File: config.mk
export PLATFORM = sky130hd
export DESIGN_NAME = lrpf_front
export DESIGN_NICKNAME = d
export VERILOG_FILES = /design/src/rtl/core/lrpf_pkg.sv /design/src/rtl/core/lrpf_front.sv
export SDC_FILE = /design/constraint.sdc
export NUM_CORES = 1
export LEC_CHECK = 0
export ABC_AREA = 1
export BUFFER_PORTS_ARGS = -buffer_cell sky130_fd_sc_hd__buf_2
export CAP_MARGIN = 40
export CORE_UTILIZATION = 44
export DETAILED_ROUTE_END_ITERATION = 8
export PLACE_DENSITY = 0.8
export SETUP_SLACK_MARGIN = 0.5
export SYNTH_ARGS = -nofsm -noshare
export SYNTH_HDL_FRONTEND = slang
export SYNTH_SLANG_ARGS = --single-unit
File: constraint.sdc
create_clock -name clk -period 5.4 [get_ports clk]
set_clock_uncertainty 0.05 [all_clocks]
set_input_delay 0.54 -clock clk [delete_from_list [all_inputs] [get_ports clk]]
set_output_delay 0.54 -clock clk [all_outputs]
set_load 0.03 [all_outputs]
File: src/rtl/core/lrpf_pkg.sv
// shared types and constants of the landmark radius point filter
`default_nettype none

package lrpf_pkg;

	// landmark table size and derived widths
	localparam int MAX_LANDMARKS = 16;
	localparam int IDX_W = (MAX_LANDMARKS > 1) ? $clog2(MAX_LANDMARKS) : 1;
	localparam int CNT_W = $clog2(MAX_LANDMARKS + 1);

	// command queue between front and back
	localparam int QDEPTH = 4;
	localparam int QPTR_W = $clog2(QDEPTH);
	localparam int QCNT_W = $clog2(QDEPTH + 1);

	// field widths
	localparam int COORD_W = 24;
	localparam int BOX_W = COORD_W + 1;
	localparam int ID_W = 16;
	localparam int RAD_W = 16;
	localparam int R2_W = 2 * RAD_W;
	localparam int SQ_W = 2 * COORD_W;

	// empty bounding box limits
	localparam logic signed [BOX_W-1:0] BOX_POS_MAX = {1'b0, {(BOX_W-1){1'b1}}};
	localparam logic signed [BOX_W-1:0] BOX_NEG_MIN = {1'b1, {(BOX_W-1){1'b0}}};

	// configuration register indexes
	localparam int CFG_IDX_W = 2;
	typedef enum logic [CFG_IDX_W-1:0] {
		CFG_HEIGHT_MIN = 2'd0,
		CFG_HEIGHT_MAX = 2'd1,
		CFG_RADIUS     = 2'd2
	} cfg_reg_t;

	// register reset values
	localparam logic signed [COORD_W-1:0] HEIGHT_MIN_RST = -24'sd500;
	localparam logic signed [COORD_W-1:0] HEIGHT_MAX_RST = 24'sd500;
	localparam logic [RAD_W-1:0] RADIUS_RST = 16'd350;

	typedef enum logic [1:0] {
		ACT_CLEAR = 2'd0,
		ACT_ADD   = 2'd1,
		ACT_POINT = 2'd2
	} action_t;

	typedef enum logic [3:0] {
		ST_KEPT     = 4'd0,
		ST_HEIGHT   = 4'd1,
		ST_BOX      = 4'd2,
		ST_RADIUS   = 4'd3,
		ST_EMPTY    = 4'd4,
		ST_ADDED    = 4'd5,
		ST_DUP      = 4'd6,
		ST_INVALID  = 4'd7,
		ST_FULL     = 4'd8,
		ST_CLEARED  = 4'd9
	} status_t;

	typedef enum logic [1:0] {
		BK_IDLE,
		BK_SCAN,
		BK_FIN
	} back_state_t;

	typedef struct packed {
		logic [1:0]                 action;
		logic [ID_W-1:0]            tag_id;
		logic                       position_valid;
		logic signed [COORD_W-1:0]  x_mm;
		logic signed [COORD_W-1:0]  y_mm;
		logic signed [COORD_W-1:0]  z_mm;
	} in_item_t;

	typedef struct packed {
		status_t                    status;
		logic signed [COORD_W-1:0]  out_x;
		logic signed [COORD_W-1:0]  out_y;
		logic signed [COORD_W-1:0]  out_z;
	} out_item_t;

	// classified command handed from front to back
	typedef struct packed {
		action_t                    act;
		logic [ID_W-1:0]            tag_id;
		logic                       pos_ok;
		logic                       height_ok;
		logic signed [COORD_W-1:0]  x;
		logic signed [COORD_W-1:0]  y;
		logic signed [COORD_W-1:0]  z;
	} cmd_t;

	// queue status seen by front and back
	typedef struct packed {
		logic full;
		logic empty;
	} q_stat_t;

endpackage

`default_nettype wire

File: src/rtl/core/lrpf_front.sv
// front part: accepts input items, classifies them and hands commands to the queue
`default_nettype none

module lrpf_front (
	input  wire                         clk,
	input  wire                         arst_n,
	input  wire                         in_valid,
	output logic                        in_stall,
	input  lrpf_pkg::in_item_t          in_data,
	input  wire signed [23:0]           height_min,
	input  wire signed [23:0]           height_max,
	input  lrpf_pkg::q_stat_t           q_stat,
	output logic                        push,
	output lrpf_pkg::cmd_t              push_cmd
);
	import lrpf_pkg::*;

	logic   hold_vld_q;
	cmd_t   hold_q;
	cmd_t   cmd_d;
	logic   accept;
	logic   known;

	assign in_stall = hold_vld_q && q_stat.full;
	assign accept   = in_valid && !in_stall;
	assign push     = hold_vld_q && !q_stat.full;
	assign push_cmd = hold_q;

	// unused action code is taken and dropped
	assign known = (in_data.action == ACT_CLEAR) || (in_data.action == ACT_ADD) ||
		(in_data.action == ACT_POINT);

	always_comb begin
		cmd_d.act       = action_t'(in_data.action);
		cmd_d.tag_id    = in_data.tag_id;
		cmd_d.pos_ok    = in_data.position_valid;
		cmd_d.height_ok = (in_data.z_mm >= height_min) && (in_data.z_mm <= height_max);
		cmd_d.x         = in_data.x_mm;
		cmd_d.y         = in_data.y_mm;
		cmd_d.z         = in_data.z_mm;
	end

	always_ff @(posedge clk or negedge arst_n) begin
		if (!arst_n) begin
			hold_vld_q <= 1'b0;
		end else if (accept) begin
			hold_vld_q <= known;
		end else if (push) begin
			hold_vld_q <= 1'b0;
		end
	end

	always_ff @(posedge clk) begin
		if (accept) begin
			hold_q <= cmd_d;
		end
	end

endmodule

`default_nettype wire

==> results of run 1 <==
[registers in the layout (all words and copies together), names as in the netlist]
name and cells:
push_cmd 92, hold_vld_q 1
[cell usage in the layout (no fill, tap or decap), drive strengths merged]
master | synthesis | layout
clkinvlp | 0 | 2
clkinv | 0 | 1
edfxtp | 92 | 92
ha | 48 | 48
buf | 0 | 237
inv | 72 | 75
nor3 | 1 | 1
a21oi | 15 | 15
dfrtp | 1 | 1
a21o | 5 | 5
nand2 | 70 | 70
dlygate4sd3 | 0 | 1
clkbuf | 0 | 10
nand4 | 4 | 4
nand3 | 8 | 8
nor4 | 1 | 1
o21ai | 1 | 1
nor2 | 17 | 17
[per-stage QoR]
step	hold WS, ns	std cells	util	power (mW)
final	0.301	718	0.622	1.59
after global routing	0.280	718	0.622	1.66
after CTS	0.286	718	0.622	1.60
after detailed placement	0.267	701	0.601	1.18
after global placement	0.266	701	0.601	1.17
after floorplan	0.194	335	-	1.06
[worst max-delay path, cell delays in order (launching register included)]
cell and delay (ns):
dfrtp_1 0.40, nand2_1 0.08, inv_1 0.08, nor2_4 0.63, buf_4 0.75
[cell type report]
type / instances / area [um^2]
Timing Repair Buffer: 238 / 1200
Sequential cell: 93 / 2790
Clock inverter: 6 / 55.1
Multi-Input combinational cell: 170 / 1170
Clock buffer: 10 / 128
Fill cell: 756 / 3510
Tap cell: 129 / 161
Inverter: 72 / 270
[power by group through the flow]
stage          combinational, mW  clock [mW]  sequential, mW
5_1_grt                    0.334       0.467           0.860
3_3_place_gp               0.296           0           0.871
6_report                   0.305       0.432           0.855
2_1_floorplan             0.0960           0           0.961
4_1_cts                    0.307       0.441           0.856
3_5_place_dp               0.306           0           0.872
[final timing paths]
kind | endpoint | cells past startpoint | slack [ns] | startpoint
min in group asynchronous | hold_vld_q | 2 | 0.44 | arst_n
max in group asynchronous | hold_vld_q | 2 | 4.77 | arst_n
max | push_cmd[38] | 4 | 3.00 | hold_vld_q
min reg2reg | hold_vld_q | 2 | 0.48 | hold_vld_q
min | push_cmd[66] | 1 | 0.30 | in_data[66]
max reg2reg | push_cmd[38] | 4 | 3.00 | hold_vld_q
[logic make-up (layout without fill, tap and decap cells)]
family	count (synthesis)	in the layout
AOI/OAI and AO/OA	21	21
adders and majority gates	48	48
and+or+nand+nor	101	101
buffers and inverters	72	326
DFF	93	93
[layer usage]
| layer | up-vias | global-route usage |
|---|---|---|
| met5 | - | 0 |
| met4 | 0 | 0.0736 |
| met3 | 17 | 0.0703 |
| met2 | 137 | 0.393 |
| met1 | 1503 | 0.204 |
| li1 | 1622 | - |
==> results.tsv, run 1 <==
metric	value	unit
synth-compound-area-share	0.0278	
worstSkewPairLatency	0.35	ns
post_cts_buffers	0	
antennaDiodeCount	0	
routed.top_layer	met4	
synth.avg_cell_area	12.6	um^2
grt_max_degree	65	
start_kind	flop	
hold_class	in -> reg	
cp_max_fo	64	
route.vias.total	3279	
cts_hold_buf	1	
initial_core_util	0.455	
hold_violations	0	
min_period	2.40	ns
synthTopCellsByArea	edfxtp_1 (65%), ha_1 (14%), inv_1 (6.2%)	
num_io_pins	238	
p_per_area	276	nW/um^2
status	finished, final reports clean	
yosysTopAreaCell	edfxtp_1	
p_comb_frac	0.191	
m1WireLength	3650	um
synth-simple-area-share	0.106	
grt_overflow_total	0	
leakage	2.96	nW
dr.pass1.iters	6	
syn-num-nets	527	
cts_tree	yes	
syn_to_final_growth	36.7	%
tns	0	ns
port_buffers	236	
cts.sink_count	93	
drt-total-wl	10400	um
intPower	1.13	mW
cap_violations	0	
finalNetCount	776	
synth_top_cell_area_share	0.654	
synth_top_family_by_area	adder cells	
synth_edf_count	92	
grt_pass1_wl	15300	um
grt_pass1_vias	3215	
pwr-share-seq	0.537	
post-route-drc-count	0	
vias_per_cell	4.57	
slew_viol_final	0	
rsz0062_at_grt	no	
sw_frac_of_total	0.292	
max_freq	417	MHz
p_sw	464	uW
drt_iter0_markers	113	
endpoint_kind	flop	
root_buffer	clkbuf_8	
synth_fa_ha_area_frac	0.142	
yosys.cell_types.count	19	
antenna_found_initial	0	
syn_inst	335	
gp_congestion	0.819	
worstMarginPinSlew	0.821	ns
finalSetupViolations	0	
die_h	100	um
syn-cell-area	4220	um^2
fin_crit_sh	0.444	
arrival	2.33	ns
drive_gt1_frac	0.448	
cts.clk_slew.worst_paths	0.10	ns
critPathKind	reg -> reg	
synth_commonest_cells	edfxtp_1 (92), inv_1 (70), nand2_1 (67)	
synth_ff_type	edfxtp_1	
core-area	9280	um^2
cts_resized	0	
slew_headroom	0.451	
grt_usage	0.205	
htreeDepth	3	
setup_slack	3.00	ns
place_area	5580	um^2
numCtsBuffers	9	
ys_seq_elements	93	
p_clk_frac	0.271	
synth_seq_area_share	0.660	
post-dp-hpwl	8550	um
wl_met3	933	um
rows	35	
synth.most_common_cell	edfxtp_1	
drtAntennaViolNets	0	
peakVddDrop	0.111	mV
cp_data_required_time	5.33	ns
die_area	10000	um^2
synth_mux_area_frac	0	
synthXorXnorAreaFrac	0	
wl_met2	5630	um
dp_slack	2.73	ns
ys_async_sr_fraction	0.0108	
yosys_warnings	0	
design_area	5770	um^2
fp.dieW	100	um
wl_per_cell	14.5	um
cts.path.max_buffers	2	
Note: power is estimated with default switching activity, not from simulation.
==> run 2, diff against run 1 <==
Settings changed: CORE_UTILIZATION 44 to 40, PLACE_DENSITY 0.8 to 0.76.
Clock period 5.4 ns to 2 ns, I/O delays scaled along.
==> run 2 against run 1 <==
Net effect:
- final area rose by 16%
- sequential cell count did not move
- first-iteration DRC count rose by 100%
- register-to-register slack got worse by 2.4 ns
- sequential power rose to 2.7 times the previous value
- total power rose to 2.9 times the previous value
- via count rose by 16%
- die area rose by 9.8%
- setup slack got worse by 2.4 ns
- largest cell class unchanged
==> results.tsv, run 2 (synthesis gave the netlist of run 1 again) <==
metric	value	unit	change
min_period	1.42	ns	
drive_gt1_frac	0.398		-0.0503
critPathKind	in -> reg		
p_per_area	684	nW/um^2	+150%
wl_per_cell	16.7	um	+15%
drt_iter0_markers	228		+100%
die_area	11000	um^2	+9.8%
final_core_util	0.653		+0.0311
cts.sink_count	93		unchanged
post_cts_buffers	0		unchanged
place_area	5630	um^2	+0.83%
fin_crit_sh	0.712		
grt_usage	0.251		+0.0454
max_stage_delay	0.56	ns	-0.19 ns
cts.path.max_buffers	2		unchanged
cp_data_required_time	1.98	ns	-3.35 ns
hold_violations	0		unchanged
drt-total-wl	13600	um	+31%
rows	37		+5.7%
port_buffers	236		unchanged
arrival	1.40	ns	-0.93 ns
route.vias.total	3799		+16%
layout.cells.most_common_list	buf_2 (236), edfxtp_1 (92), dlygate4sd3_1 (88)		
design_area	6710	um^2	+16%
root_buffer	clkbuf_8		
setup_slack	0.576	ns	-2.42 ns
status	finished, final reports clean		
path_cells	dlygate4sd3_1 -> buf_2 -> inv_1 -> nor2_4 -> buf_12		
largest_register_ffs	92		unchanged
hold-worst-slack	0.0197	ns	-0.281 ns
peakVddDrop	0.369	mV	+230%
antenna_found_initial	1		+1
cts_tree	yes		
syn_to_final_growth	58.9	%	
final_common_cell	buf_2		
hold_class	in -> reg		
dr.pass1.iters	4		-2
numCtsBuffers	9		unchanged
worstMarginPinSlew	0.325	ns	-0.496 ns
grt_pass1_vias	3928		+22%
fp.dieW	105	um	+4.8%
gp_congestion	0.817		-0.31%
initial_core_util	0.411		-0.0440
cts.clk_slew.worst_paths	0.09	ns	about the same
max_freq	702	MHz	
leakage	3.34	nW	+13%
dp_slack	0.234	ns	-2.49 ns
cp_max_fo	63		-1.6%
core-area	10300	um^2	+11%
endpoint_kind	flop		
grt_max_degree	64		-1.5%
drtAntennaViolNets	0		unchanged
rsz0062_at_grt	yes		
post-route-drc-count	0		unchanged
fillers	759		+0.40%
vias_per_cell	4.67		+2.3%
start_kind	input pin		
slew_viol_final	0		unchanged
cap_violations	0		unchanged
finalNetCount	864		+11%
finalSetupViolations	0		unchanged
num_io_pins	238		unchanged
post-dp-hpwl	9060	um	+5.9%
die_h	105	um	+4.8%
worstSkewPairLatency	0.35	ns	about the same
grt_overflow_total	0		unchanged
slew_headroom	0.783		+0.332
htreeDepth	3		unchanged
grt_pass1_wl	20700	um	+35%
slowest_stage	dlygate4sd3_1		
run 2: cell count changes in the layout (fill, tap and decap cells not counted), sizes merged:
| cell | previous run | this run |
|---|---|---|
| dlygate4sd3 | 1 | 88 |
| clkinv | 1 | 0 |
| clkbuf | 10 | 9 |
| bufinv | 0 | 1 |
| clkinvlp | 2 | 3 |
| inv | 75 | 74 |
| diode | 0 | 1 |
| buf | 237 | 238 |
run 2: area by class of cell:
cell class / count / area (um^2) / area share
clock inverters: 6 / 70.1 / 0.0104
repair buffers: 326 / 2090 / 0.312
multi-input cells: 170 / 1190 / 0.177
well taps: 136 / 170 / 0.0254
clock buffers: 9 / 124 / 0.0185
inverters: 72 / 273 / 0.0406
diodes: 1 / 2.50 / 0.000373
flip-flops and latches: 93 / 2790 / 0.415
run 2: path summary, 6_finish.rpt:
kind,endpoint,cells past startpoint,slack (ns),from
worst max-delay path,push_cmd[74],5,0.58,in_valid
worst max register to register,push_cmd[74],4,0.62,hold_vld_q
max in group asynchronous,hold_vld_q,2,1.73,arst_n
min in group asynchronous,hold_vld_q,2,0.09,arst_n
worst min-delay path,push_cmd[12],1,0.02,in_data[12]
worst min register to register,hold_vld_q,2,0.49,hold_vld_q
run 2: worst max-delay path: cells and delay by family:
family	cells	cell delay (ns)
buffers and inverters	4	1.06
and+or+nand+nor	1	0.12
run 2: timing repair:
item,4_1_cts,5_1_grt
endpoints found under the setup margin,0,30
hold buffers,88,0
gates resized for setup,0,2
hold endpoints to repair,88,0
run 2: through the flow:
| step | total power, mW | instances | setup TNS (ns) |
|---|---|---|---|
| after floorplan | 2.86 | 335 | -33.25 |
| after global placement | 3.17 | 709 | 0 |
| after detailed placement | 3.20 | 709 | 0 |
| after CTS | 4.59 | 812 | 0 |
| after global routing | 4.78 | 813 | 0 |
| final | 4.59 | 813 | 0 |
run 2: where the power goes:
group	switching, mW	internal [mW]	total [mW]
logic	0.596	0.409	1.01
registers	0.0323	2.28	2.31
clock network	0.687	0.580	1.27
run 2: layer usage:
layer,track usage,vias to the layer above,part of all wire,wire (um)
met2,0.470,174,0.53,7140
met3,0.0636,32,0.069,933
met1,0.266,1795,0.37,5030
met5,0,-,0,0
li1,-,1798,-,-
met4,0.101,0,0.034,468
