### src/rtl/core/lrpf_pkg.sv
// shared types and constants of the landmark radius point filter
`default_nettype none

package lrpf_pkg;

	// landmark table size and derived widths
	localparam int MAX_LANDMARKS = 16;
	localparam int IDX_W = (MAX_LANDMARKS > 1) ? $clog2(MAX_LANDMARKS) : 1;
	localparam int CNT_W = $clog2(MAX_LANDMARKS + 1);

	// command queue between front and back
	localparam int QDEPTH = 4;
	localparam int QPTR_W = $clog2(QDEPTH);
	localparam int QCNT_W = $clog2(QDEPTH + 1);

	// field widths
	localparam int COORD_W = 24;
	localparam int BOX_W = COORD_W + 1;
	localparam int ID_W = 16;
	localparam int RAD_W = 16;
	localparam int R2_W = 2 * RAD_W;
	localparam int SQ_W = 2 * COORD_W;

	// empty bounding box limits
	localparam logic signed [BOX_W-1:0] BOX_POS_MAX = {1'b0, {(BOX_W-1){1'b1}}};
	localparam logic signed [BOX_W-1:0] BOX_NEG_MIN = {1'b1, {(BOX_W-1){1'b0}}};

	// configuration register indexes
	localparam int CFG_IDX_W = 2;
	typedef enum logic [CFG_IDX_W-1:0] {
		CFG_HEIGHT_MIN = 2'd0,
		CFG_HEIGHT_MAX = 2'd1,
		CFG_RADIUS     = 2'd2
	} cfg_reg_t;

	// register reset values
	localparam logic signed [COORD_W-1:0] HEIGHT_MIN_RST = -24'sd500;
	localparam logic signed [COORD_W-1:0] HEIGHT_MAX_RST = 24'sd500;
	localparam logic [RAD_W-1:0] RADIUS_RST = 16'd350;

	typedef enum logic [1:0] {
		ACT_CLEAR = 2'd0,
		ACT_ADD   = 2'd1,
		ACT_POINT = 2'd2
	} action_t;

	typedef enum logic [3:0] {
		ST_KEPT     = 4'd0,
		ST_HEIGHT   = 4'd1,
		ST_BOX      = 4'd2,
		ST_RADIUS   = 4'd3,
		ST_EMPTY    = 4'd4,
		ST_ADDED    = 4'd5,
		ST_DUP      = 4'd6,
		ST_INVALID  = 4'd7,
		ST_FULL     = 4'd8,
		ST_CLEARED  = 4'd9
	} status_t;

	typedef enum logic [1:0] {
		BK_IDLE,
		BK_SCAN,
		BK_FIN
	} back_state_t;

	typedef struct packed {
		logic [1:0]                 action;
		logic [ID_W-1:0]            tag_id;
		logic                       position_valid;
		logic signed [COORD_W-1:0]  x_mm;
		logic signed [COORD_W-1:0]  y_mm;
		logic signed [COORD_W-1:0]  z_mm;
	} in_item_t;

	typedef struct packed {
		status_t                    status;
		logic signed [COORD_W-1:0]  out_x;
		logic signed [COORD_W-1:0]  out_y;
		logic signed [COORD_W-1:0]  out_z;
	} out_item_t;

	// classified command handed from front to back
	typedef struct packed {
		action_t                    act;
		logic [ID_W-1:0]            tag_id;
		logic                       pos_ok;
		logic                       height_ok;
		logic signed [COORD_W-1:0]  x;
		logic signed [COORD_W-1:0]  y;
		logic signed [COORD_W-1:0]  z;
	} cmd_t;

	// queue status seen by front and back
	typedef struct packed {
		logic full;
		logic empty;
	} q_stat_t;

endpackage

`default_nettype wire

### src/rtl/core/lrpf_cmd_fifo.sv
// short command queue between front and back
`default_nettype none

module lrpf_cmd_fifo (
	input  wire                 clk,
	input  wire                 arst_n,
	input  wire                 push,
	input  lrpf_pkg::cmd_t      push_cmd,
	input  wire                 pop,
	output lrpf_pkg::cmd_t      head,
	output lrpf_pkg::q_stat_t   q_stat
);
	import lrpf_pkg::*;

	cmd_t               slot_q [QDEPTH];
	logic [QPTR_W-1:0]  wr_ptr_q;
	logic [QPTR_W-1:0]  rd_ptr_q;
	logic [QCNT_W-1:0]  level_q;

	assign q_stat.full  = (level_q == QCNT_W'(QDEPTH));
	assign q_stat.empty = (level_q == '0);
	assign head         = slot_q[rd_ptr_q];

	always_ff @(posedge clk or negedge arst_n) begin
		if (!arst_n) begin
			wr_ptr_q <= '0;
			rd_ptr_q <= '0;
			level_q  <= '0;
		end else begin
			if (push) begin
				wr_ptr_q <= wr_ptr_q + 1'b1;
			end
			if (pop) begin
				rd_ptr_q <= rd_ptr_q + 1'b1;
			end
			if (push && !pop) begin
				level_q <= level_q + 1'b1;
			end else if (pop && !push) begin
				level_q <= level_q - 1'b1;
			end
		end
	end

	always_ff @(posedge clk) begin
		if (push) begin
			slot_q[wr_ptr_q] <= push_cmd;
		end
	end

	a_no_overflow: assert property (@(posedge clk) disable iff (!arst_n)
		q_stat.full |-> !push || pop)
		else $error("command queue overflow");

	a_no_underflow: assert property (@(posedge clk) disable iff (!arst_n)
		q_stat.empty |-> !pop)
		else $error("command queue underflow");

	a_level_bound: assert property (@(posedge clk) disable iff (!arst_n)
		level_q <= QCNT_W'(QDEPTH))
		else $error("command queue level above depth");

endmodule

`default_nettype wire

### config.mk
export PLATFORM = sky130hd
export DESIGN_NAME = lrpf_cmd_fifo
export DESIGN_NICKNAME = d
export VERILOG_FILES = /design/src/rtl/core/lrpf_pkg.sv /design/src/rtl/core/lrpf_cmd_fifo.sv
export SDC_FILE = /design/constraint.sdc
export NUM_CORES = 1
export LEC_CHECK = 0
export BUFFER_PORTS_ARGS = -buffer_cell sky130_fd_sc_hd__buf_2
export CORE_UTILIZATION = 52
export CTS_CLUSTER_SIZE = 28
export DETAILED_ROUTE_END_ITERATION = 6
export GPL_TIMING_DRIVEN = 0
export PLACE_DENSITY = 0.73
export SLEW_MARGIN = 10
export SYNTH_ARGS = -nofsm -noshare
export SYNTH_HDL_FRONTEND = slang
export SYNTH_SLANG_ARGS = --single-unit
### constraint.sdc
create_clock -name clk -period 4.1 [get_ports clk]
set_input_delay 0.82 -clock clk [delete_from_list [all_inputs] [get_ports clk]]
set_output_delay 0.82 -clock clk [all_outputs]
set_load 0.005 [all_outputs]
==> summary.txt, run 1 <==
Power
  – Clock power share: 0.284
  – Internal Power: 8680 µW
  – Sw Pwr: 3096 µW
  – Pleak: 0.005684 µW
  – VDD IR-drop max: 553.8 µV
  – Reg power frac: 0.440
  – Tot Pwr: 11,780 µW
  – Power density cells: 715.6 mW/mm²
  – Comb pwr share: 0.276
  – Sw Ratio: 0.2629

Setup path
  – Crit Path Class: register to output port
  – CP dominant cell by count: buf_2
  – Crit-path slowest cell: mux4_2
  – CP cell instances: buf_2 > buf_2 > mux4_2 > buf_2
  – CP arrival: 2.05 ns
  – Crit path max-delay family: buffers and inverters
  – Critical path startpoint category: register
  – Worst path required time: 3.28 ns
  – Worst Setup End Kind: output port
  – CP peak stage delay: 0.37 ns
  – Crit path max fanout: 10
  – Worst path buffer plus inverter count: 3

Floorplan
  – Die height: 164.5 µm
  – Full die area: 0.02707 mm²
  – Area of the core: 0.02598 mm²
  – Die W: 164.5 µm
  – Num ports: 190
  – Initial core utilization: 0.5286
  – Num rows: 59

Final layout
  – Area growth from synthesis to layout: 19.82%
  – Share of cells above drive strength 1: 0.4665
  – Filler instances: 1,735
  – Final #Nets: 851
  – Most common cell after layout, fill and taps aside: edfxtp_1
  – Most frequent cells in the layout: edfxtp_1, buf_2, mux4_2, clkbuf_16, clkinv_1

Global route
  – GR Overflow Total: 0
  – First-pass GRT wire length: 36,580 µm
  – Initial antenna violation count: 2
  – Vias in the first global route: 6,679
  – GRT Resource Usage Total: 0.1828
  – Pin count of the biggest net entering global routing: 48

Yosys
  – Area fraction of the dominant cell type after synthesis: 0.8046
  – Avg Cell Area, Syn: 26.67 µm²
  – Top post-synthesis cells by area: edfxtp_1, mux4_2, dfrtp_1
  – Synthesis-stage register bit count: 375
  – Synth Warn #: 0
  – Post-synthesis cell area: 0.01373 mm²
  – Cell variety after synth: 20
  – Mapped Cells: 515
  – Sequential share of the synthesized area: 0.8173
  – Syn_nets: 617
  – Cell taking the most area after synthesis: edfxtp_1

Drt
  – Drt pass-1 iters: 4
  – Drt wl/cell: 21.89 µm
  – DRC viols: 0
  – Vias per cell: 5.516
  – Final ANT Viol Nets: 0
  – Initial DRC Count: 432
  – Vias: 6,145
  – Total routed wirelength: 24,390 µm

Clock tree
  – Post-CTS Setup Bufs: 0
  – Clock sinks: 375
  – CTS tree: yes
  – Clock slew at reported path FFs: 0.06 ns
  – Worst-skew pair later-pin latency: 0.51 ns
  – Htree depth: 2
  – Resized Gates After CTS: 0
  – CTS Hold Bufs: 0
  – Num CTS Buffers: 38
  – CTS Buffer Depth: 3
  – Root Buffer: clkbuf_16

STA
  – Final Max Tran Viols: 0
  – Worst Tran Pin Value: 0.7688 ns
  – Post-layout minimum cycle time: 2.868 ns
  – Final Skew: 0.01636 ns
  – Setup TNS: 0 ns
  – Period utilization: 0.6996
  – Slew headroom: 0.4874
  – Unrepaired setup endpoints after global routing: no
  – Setup violations, final: 0
  – F_max: 0.3487 GHz
  – Fin. Hold Viols: 0

Placed design
  – Final HPWL DP: 15,110 µm
  – GP Congestion: 0.7170
  – Input/output buffers: 189

Job
  – MaxCap Viol Count: 0

Min path
  – Class of the worst hold path: primary input to asynchronous set/reset pin

Outcome
  – Run status: finished, final reports clean
[synthesized netlist by cell type]
master,n
mux4_2,92
nor2_1,1
ha_1,5
edfxtp_1,368
o21ai_0,1
buf_4,3
and2_1,4
buf_12,7
xnor2_1,2
nand2_1,2
buf_2,8
fa_1,1
xor2_1,4
dfrtp_1,7
inv_1,4
nor3b_1,1
clkbuf_1,2
nor3_1,1
buf_6,1
mux2_2,1
[cells by family after synthesis]
group,share of synthesized area
simple gates,0.003552
buf+inv,0.01722
compound gates,0.0003640
flops,0.8173
fa+ha+maj,0.006013
xor+xnor,0.003826
mux,0.1517
[metal layers]
metal | wire length, µm | GRT usage | vias to the layer above
li1 | - | - | 2691
met1 | 9628 | 0.2264 | 3237
met2 | 12990 | 0.3186 | 180
met3 | 1311 | 0.04043 | 35
met4 | 440 | 0.06255 | 2
met5 | 17 | 0 | -
[power groups by stage]
stage               logic, µW  clock network (µW)  registers [µW]
finish                   3250                3340            5180
global route             3540                3540            5240
CTS                      3350                3410            5190
detailed placement       3330                   0            5270
global placement         3180                   0            5330
floorplan                2050                   0            5260
[final cells by class]
type | count | area (µm²) | share of cell area
Antenna cell | 3 | 7.507 | 0.0004562
Buffer | 21 | 221.5 | 0.01346
Clock buffer | 46 | 1012 | 0.06151
Clock inverter | 21 | 197.7 | 0.01201
Inverter | 4 | 15.01 | 0.0009123
Multi-Input combinational cell | 115 | 2282 | 0.1387
Sequential cell | 375 | 11230 | 0.6821
Tap cell | 335 | 419.2 | 0.02547
Timing Repair Buffer | 194 | 1076 | 0.06538
[state kept, by name, summed over array words and instances, names as in the netlist]
name / cells
rd_ptr_q: 2
wr_ptr_q: 2
slot_q: 368
level_q: 3
[path summary, 6_finish.rpt]
path | startpoint | end | slack (ns) | cells past startpoint
hold reg to reg | level_q[2] | level_q[2] | 0.51 | 1
setup reg to reg | wr_ptr_q[1] | slot_q[1][67] | 2.10 | 4
hold / removal | arst_n | wr_ptr_q[1] | 0.15 | 1
setup / recovery | rd_ptr_q[1] | head[52] | 1.23 | 4
min in group clk | level_q[2] | level_q[2] | 0.51 | 1
max in group asynchronous | arst_n | rd_ptr_q[1] | 3.78 | 1
[metrics by stage]
| stage | worst slack [ns] | hold slack [ns] | util | area (µm²) | instances |
|---|---|---|---|---|---|
| floorplan | 0.6888 | 0.4563 | - | 13730 | 515 |
| global placement | -0.9844 | 0.4760 | 0.5811 | 15100 | 1039 |
| detailed placement | 1.681 | 0.5043 | 0.5865 | 15240 | 1044 |
| CTS | 1.174 | 0.1368 | 0.6330 | 16450 | 1111 |
| global route | 1.124 | 0.1374 | 0.6331 | 16450 | 1112 |
| finish | 1.232 | 0.1536 | 0.6333 | 16460 | 1114 |
No activity file was read; power rests on OpenSTA's default activity.
==> run 2: changes to the inputs <==
CORE_UTILIZATION = 51   (was 52)
PLACE_DENSITY = 0.75   (was 0.73)
clock period = 2.3 ns   (was 4.1 ns; I/O delays follow)
==> run 2 against run 1 <==
- the run now ends with design-rule violations, negative setup slack left
- count of clock-buffer cells in the layout up 1
- register-to-register slack worse by 1.9 ns
- clock skew down 0.0044 ns
- sequential power up 78%
- critical endpoint is now head[68]
- sequential share of layout area down 2.0 points
==> summary.txt, run 2 (synthesis results as in run 1) <==
STA
  – Setup violations, final: 92 (+92)
  – F_max: 0.4069 GHz
  – Worst Tran Pin Value: 0.6630 ns (-0.1058 ns)
  – Post-layout minimum cycle time: 2.457 ns
  – Period utilization: 1.068
  – Fin. Hold Viols: 0 (unchanged)
  – Final Max Tran Viols: 0 (unchanged)
  – Slew headroom: 0.5580 (+0.07053)
  – Final Skew: 0.01197 ns (-0.004397 ns)
  – Unrepaired setup endpoints after global routing: yes
  – Setup ws final: -0.1575 ns (-1.389 ns)

Power
  – Clock power share: 0.269 (-0.015)
  – Internal Power: 16,310 µW (+88%)
  – Reg power frac: 0.418 (-0.022)
  – Sw Ratio: 0.2621 (-0.0008290)
  – Sw Pwr: 5795 µW (+87%)
  – Comb pwr share: 0.313 (+0.037)
  – Pleak: 0.005884 µW (+3.5%)
  – Tot Pwr: 22,110 µW (+88%)
  – VDD IR-drop max: 777.5 µV (+40%)
  – Power density cells: 1304 mW/mm² (+82%)

Clock tree
  – Worst-skew pair later-pin latency: 0.51 ns (about the same)
  – Clock slew at reported path FFs: 0.06 ns (about the same)
  – Num CTS Buffers: 38 (unchanged)
  – Htree depth: 2 (unchanged)
  – Root Buffer: clkbuf_16
  – Clock sinks: 375 (unchanged)
  – CTS tree: yes
  – CTS Buffer Depth: 3 (unchanged)

Outcome
  – Failing checks: design-rule violations, negative setup slack
  – Run status: complete, but fails checks

Floorplan
  – Die W: 166.1 µm (+0.96%)
  – Area of the core: 0.02621 mm² (+0.85%)
  – Die height: 166.1 µm (+0.96%)
  – Initial core utilization: 0.5241 (-0.004467)
  – Num ports: 190 (unchanged)
  – Num rows: 59 (unchanged)
  – Full die area: 0.02759 mm² (+1.9%)

Global route
  – First-pass GRT wire length: 38,440 µm (+5.1%)
  – Vias in the first global route: 6,876 (+2.9%)
  – Pin count of the biggest net entering global routing: 54 (+13%)
  – GRT Resource Usage Total: 0.1848 (+0.001997)
  – GR Overflow Total: 0 (unchanged)
  – Initial antenna violation count: 3 (+1)

Final layout
  – Area growth from synthesis to layout: 23.42%
  – Most common cell after layout, fill and taps aside: edfxtp_1
  – Final #Nets: 867 (+1.9%)
  – Design area: 0.01695 mm² (+3.0%)
  – Filler instances: 1,668 (-3.9%)
  – Share of cells above drive strength 1: 0.4785 (+0.01199)
  – Most frequent cells in the layout: edfxtp_1, buf_2, mux4_2, clkbuf_16, buf_6
  – Fin util: 0.6468 (+0.01351)
  – Max reg flops: 368 (unchanged)
  – Top Registers: slot_q: 368 flops, level_q: 3 flops
  – Top reg by flops: slot_q

Drt
  – Vias per cell: 5.466 (-0.90%)
  – Total routed wirelength: 25,280 µm (+3.7%)
  – Vias: 6,166 (+0.34%)
  – Drt wl/cell: 22.41 µm (+2.4%)
  – Final ANT Viol Nets: 0 (unchanged)
  – Drt pass-1 iters: 6 (+2)
  – DRC viols: 24 (+24)
  – Initial DRC Count: 452 (+4.6%)

Setup path
  – CP cell instances: buf_6 > buf_12 > buf_16 > mux4_2 > buf_6
  – Worst R2R Path Depth: 4 (unchanged)
  – Worst Setup End Kind: output port
  – Crit-path slowest cell: mux4_2
  – Critical path startpoint category: register
  – Crit Path Class: register to output port
  – CP arrival: 2.00 ns (-0.05 ns)
  – Crit path max fanout: 5 (-5)
  – CP dominant cell by count: buf_6
  – Worst path required time: 1.84 ns (-1.44 ns)
  – CP peak stage delay: 0.55 ns (+0.18 ns)

Placed design
  – Placed cell areas: 0.01522 mm² (-0.13%)
  – Input/output buffers: 189 (unchanged)
  – Final HPWL DP: 15,030 µm (-0.54%)
  – GP Congestion: 0.7336 (+2.3%)

Job
  – MaxCap Viol Count: 0 (unchanged)

Min path
  – Class of the worst hold path: primary input to register
  – Min-Delay Path Depth: 1
-- run 2: metrics by stage --
step           instances  setup slack [ns]  setup TNS [ns]  hold WS [ns]
6_report            1128           -0.1575          -8.904        0.1626
5_1_grt             1126           -0.2274          -16.33        0.1455
4_1_cts             1115           -0.2088          -13.45        0.1394
3_5_place_dp        1043            0.2331               0        0.3039
3_3_place_gp        1039           -0.7221         -258.98        0.2949
2_1_floorplan        515            0.1042               0        0.1644
-- run 2: final cells by class --
| cell class | count | area [µm²] | share of cell area |
|---|---|---|---|
| antenna | 3 | 7.507 | 0.0004429 |
| buffer | 21 | 286.5 | 0.01690 |
| clock buffer | 47 | 1006 | 0.05934 |
| clock inverter | 18 | 203.9 | 0.01203 |
| inverter | 4 | 15.01 | 0.0008857 |
| multi-input combinational | 115 | 2282 | 0.1346 |
| sequential | 375 | 11230 | 0.6622 |
| tap | 335 | 419.2 | 0.02473 |
| timing repair buffer | 210 | 1505 | 0.08879 |
-- run 2: metal layers --
metal  track usage  up-vias  part of all wire
li1              -     2735                 -
met1        0.2245     3204              0.39
met2        0.3262      188              0.53
met4       0.05811        2             0.019
met3       0.04623       37             0.064
met5             0        -           0.00067
-- run 2: what timing repair did --
item,4_1_cts,5_1_grt
gates resized for setup,20,26
hold buffers,1,0
cloned,1,9
endpoints found under the hold margin,7,0
setup endpoints to repair,91,92
setup buffers,5,2
-- run 2: critical path, delay by kind of cell, from the launching register on --
family                 cells  cell delay [ns]
buffers and inverters      4             0.58
muxes                      1             0.55
DFF                        1             0.34
-- run 2: power groups by stage --
stage,Sequential [µW],Clock [µW],Combinational (µW)
after floorplan,9300,0,3670
after global placement,9380,0,5680
after detailed placement,9380,0,5940
after CTS,9250,6080,6360
after global routing,9330,6360,7420
final,9240,5950,6920
-- run 2: path summary, 6_finish.rpt --
check / from / endpoint / slack (ns)
setup / recovery: rd_ptr_q[0] / head[68] / -0.16
hold / removal: push_cmd[86] / slot_q[0][86] / 0.16
setup reg to reg: wr_ptr_q[1] / slot_q[1][26] / 0.25
hold reg to reg: level_q[2] / level_q[2] / 0.50
max in group asynchronous: arst_n / wr_ptr_q[0] / 1.81
min in group asynchronous: arst_n / level_q[0] / 0.32
==> run 3: changes to the inputs <==
CAP_MARGIN = 25   (was not set)
CORE_MARGIN = 2   (was not set)
==> run 3 against run 2 <==
- the run ends with negative setup slack left
- power shrank 3.2%
- final area shrank 1.2%
- register-to-register slack is essentially flat
- critical path type unchanged
- highest routed layer is now met4
==> summary.txt, run 3 (synthesis results as in run 1) <==
STA
  – Setup ws final: -0.1594 ns (-0.001972 ns)
  – Hold Slack: 0.1632 ns (+0.0005960 ns)
  – Worst Tran Pin Value: 0.7607 ns (+0.09770 ns)
  – Post-layout minimum cycle time: 2.459 ns (+0.001972 ns)
  – Unrepaired setup endpoints after global routing: yes
  – F_max: 0.4066 GHz (about the same)
  – Period utilization: 1.069 (about the same)
  – Fin. Hold Viols: 0 (unchanged)
  – Slew headroom: 0.4928 (-0.06514)
  – Final Max Tran Viols: 0 (unchanged)
  – Setup violations, final: 92 (unchanged)
  – Final Skew: 0.01238 ns (+0.0004166 ns)

Clock tree
  – Clock sinks: 375 (unchanged)
  – Clock slew at reported path FFs: 0.06 ns (about the same)
  – Num CTS Buffers: 37 (-2.6%)
  – Worst-skew pair later-pin latency: 0.51 ns (about the same)
  – Root Buffer: clkbuf_16
  – CTS tree: yes
  – CTS Buffer Depth: 3 (unchanged)
  – Htree depth: 2 (unchanged)

Final layout
  – Most frequent cells in the layout: edfxtp_1, buf_2, mux4_2, clkbuf_16, buf_6
  – Filler instances: 1,805 (+8.2%)
  – Final #Nets: 864 (-0.35%)
  – Top Registers: slot_q: 368 flops, level_q: 3 flops
  – Top reg by flops: slot_q
  – Most common cell after layout, fill and taps aside: edfxtp_1
  – Max reg flops: 368 (unchanged)
  – Area growth from synthesis to layout: 21.90%
  – Share of cells above drive strength 1: 0.4696 (-0.008861)

Setup path
  – Worst path required time: 1.84 ns (about the same)
  – CP peak stage delay: 0.51 ns (-0.04 ns)
  – Worst path depth: 5 (unchanged)
  – CP cell instances: buf_6 > buf_12 > buf_12 > mux4_2 > buf_2
  – Crit path max-delay family: buffers and inverters
  – CP arrival: 2.00 ns (about the same)
  – Critical path startpoint category: register
  – RR Startpoint: wr_ptr_q[0]
  – CP dominant cell by count: buf_12
  – Worst R2R Path Depth: 4 (unchanged)
  – Worst path buffer plus inverter count: 4 (unchanged)
  – Crit-path slowest cell: mux4_2
  – Crit path max fanout: 10 (+5)
  – Crit path from: rd_ptr_q[0]
  – Worst Setup End Kind: output port
  – Crit Path Class: register to output port

Placed design
  – Pre-CTS setup slack: 0.2149 ns (-0.01826 ns)
  – Final HPWL DP: 15,300 µm (+1.8%)
  – Input/output buffers: 189 (unchanged)
  – GP Congestion: 0.7143 (-2.6%)

Drt
  – Drt pass-1 iters: 5 (-1)
  – Vias: 6,240 (+1.2%)
  – Vias per cell: 5.503 (+0.66%)
  – Total routed wirelength: 25,260 µm (about the same)
  – Drt wl/cell: 22.27 µm (-0.62%)
  – Final ANT Viol Nets: 0 (unchanged)
  – Initial DRC Count: 522 (+15%)
  – DRC viols: 0 (-100%)

Power
  – Power density cells: 1278 mW/mm² (-2.0%)
  – Pleak: 0.005804 µW (-1.4%)
  – VDD IR-drop max: 777.4 µV (about the same)

Floorplan
  – Area of the core: 0.02673 mm² (+2.0%)
  – Full die area: 0.02826 mm² (+2.4%)
  – Die W: 168.1 µm (+1.2%)
  – Num rows: 60 (+1.7%)
  – Initial core utilization: 0.5139 (-0.01018)
  – Num ports: 190 (unchanged)
  – Die height: 168.1 µm (+1.2%)

Global route
  – Initial antenna violation count: 3 (unchanged)
  – First-pass GRT wire length: 37,080 µm (-3.5%)
  – Pin count of the biggest net entering global routing: 51 (-5.6%)
  – GRT Resource Usage Total: 0.1733 (-0.01147)
  – Vias in the first global route: 6,670 (-3.0%)
  – GR Overflow Total: 0 (unchanged)

Job
  – MaxCap Viol Count: 0 (unchanged)

Min path
  – Min-Delay Path Depth: 1 (unchanged)
  – Class of the worst hold path: primary input to register
  – Hold_sp: push_cmd[11]

Outcome
  – Run status: complete, but fails checks
  – Failing checks: negative setup slack
## run 3: cell count changes in the layout (fill, tap and decap cells not counted), sizes merged
cell,delta
clkinv,+6
bufinv,-3
clkinvlp,-3
clkbuf,+2
buf,-1
inv,-1
## run 3: repair_timing
action / 4_1_cts / 5_1_grt
setup endpoints to repair: 92 / 92
buffers inserted: 2 / 4
gates cloned: 0 / 8
resized for setup: 12 / 19
endpoints found under the hold margin: 7 / 0
hold buffers: 1 / 0
## run 3: metrics by stage
stage	TNS [ns]	total power [µW]	cells	utilization	area (µm²)
after floorplan	0	12970	515	-	13740
after global placement	-256.05	15080	1045	0.5654	15110
after detailed placement	0	15330	1049	0.5698	15230
after CTS	-13.77	21060	1119	0.6148	16430
after global routing	-18.09	22350	1133	0.6264	16740
final	-10.96	21400	1134	0.6265	16740
## run 3: layout make-up
class	count	area (µm²)	area share
tap	341	426.7	0.02548
inverter	4	15.01	0.0008968
clock inverter	17	102.6	0.006128
sequential	375	11230	0.6705
timing repair buffer	208	1385	0.08273
clock buffer	50	1027	0.06136
multi-input combinational	115	2282	0.1363
buffer	21	270.3	0.01614
antenna	3	7.507	0.0004484
## run 3: path summary, 6_finish.rpt
check	end	slack, ns
max reg2reg	slot_q[0][51]	0.24
max	head[31]	-0.16
min in group asynchronous	level_q[0]	0.32
min reg2reg	level_q[2]	0.51
max in group asynchronous	rd_ptr_q[0]	1.82
min	slot_q[1][11]	0.16
## run 3: metal layers
metal / up-vias / routed length (µm) / share of wire / global-route usage
li1: 2720 / - / - / -
met1: 3276 / 10040 / 0.40 / 0.2218
met2: 202 / 12920 / 0.51 / 0.2943
met3: 42 / 1717 / 0.068 / 0.04513
met4: 0 / 584 / 0.023 / 0.05660
met5: - / 0 / 0 / 0
## run 3: power breakdown
| part | internal [µW] | switching (µW) | total [µW] |
|---|---|---|---|
| Clock | 3240 | 2340 | 5580 |
| Combinational | 3560 | 3020 | 6580 |
| Sequential | 8940 | 308 | 9240 |
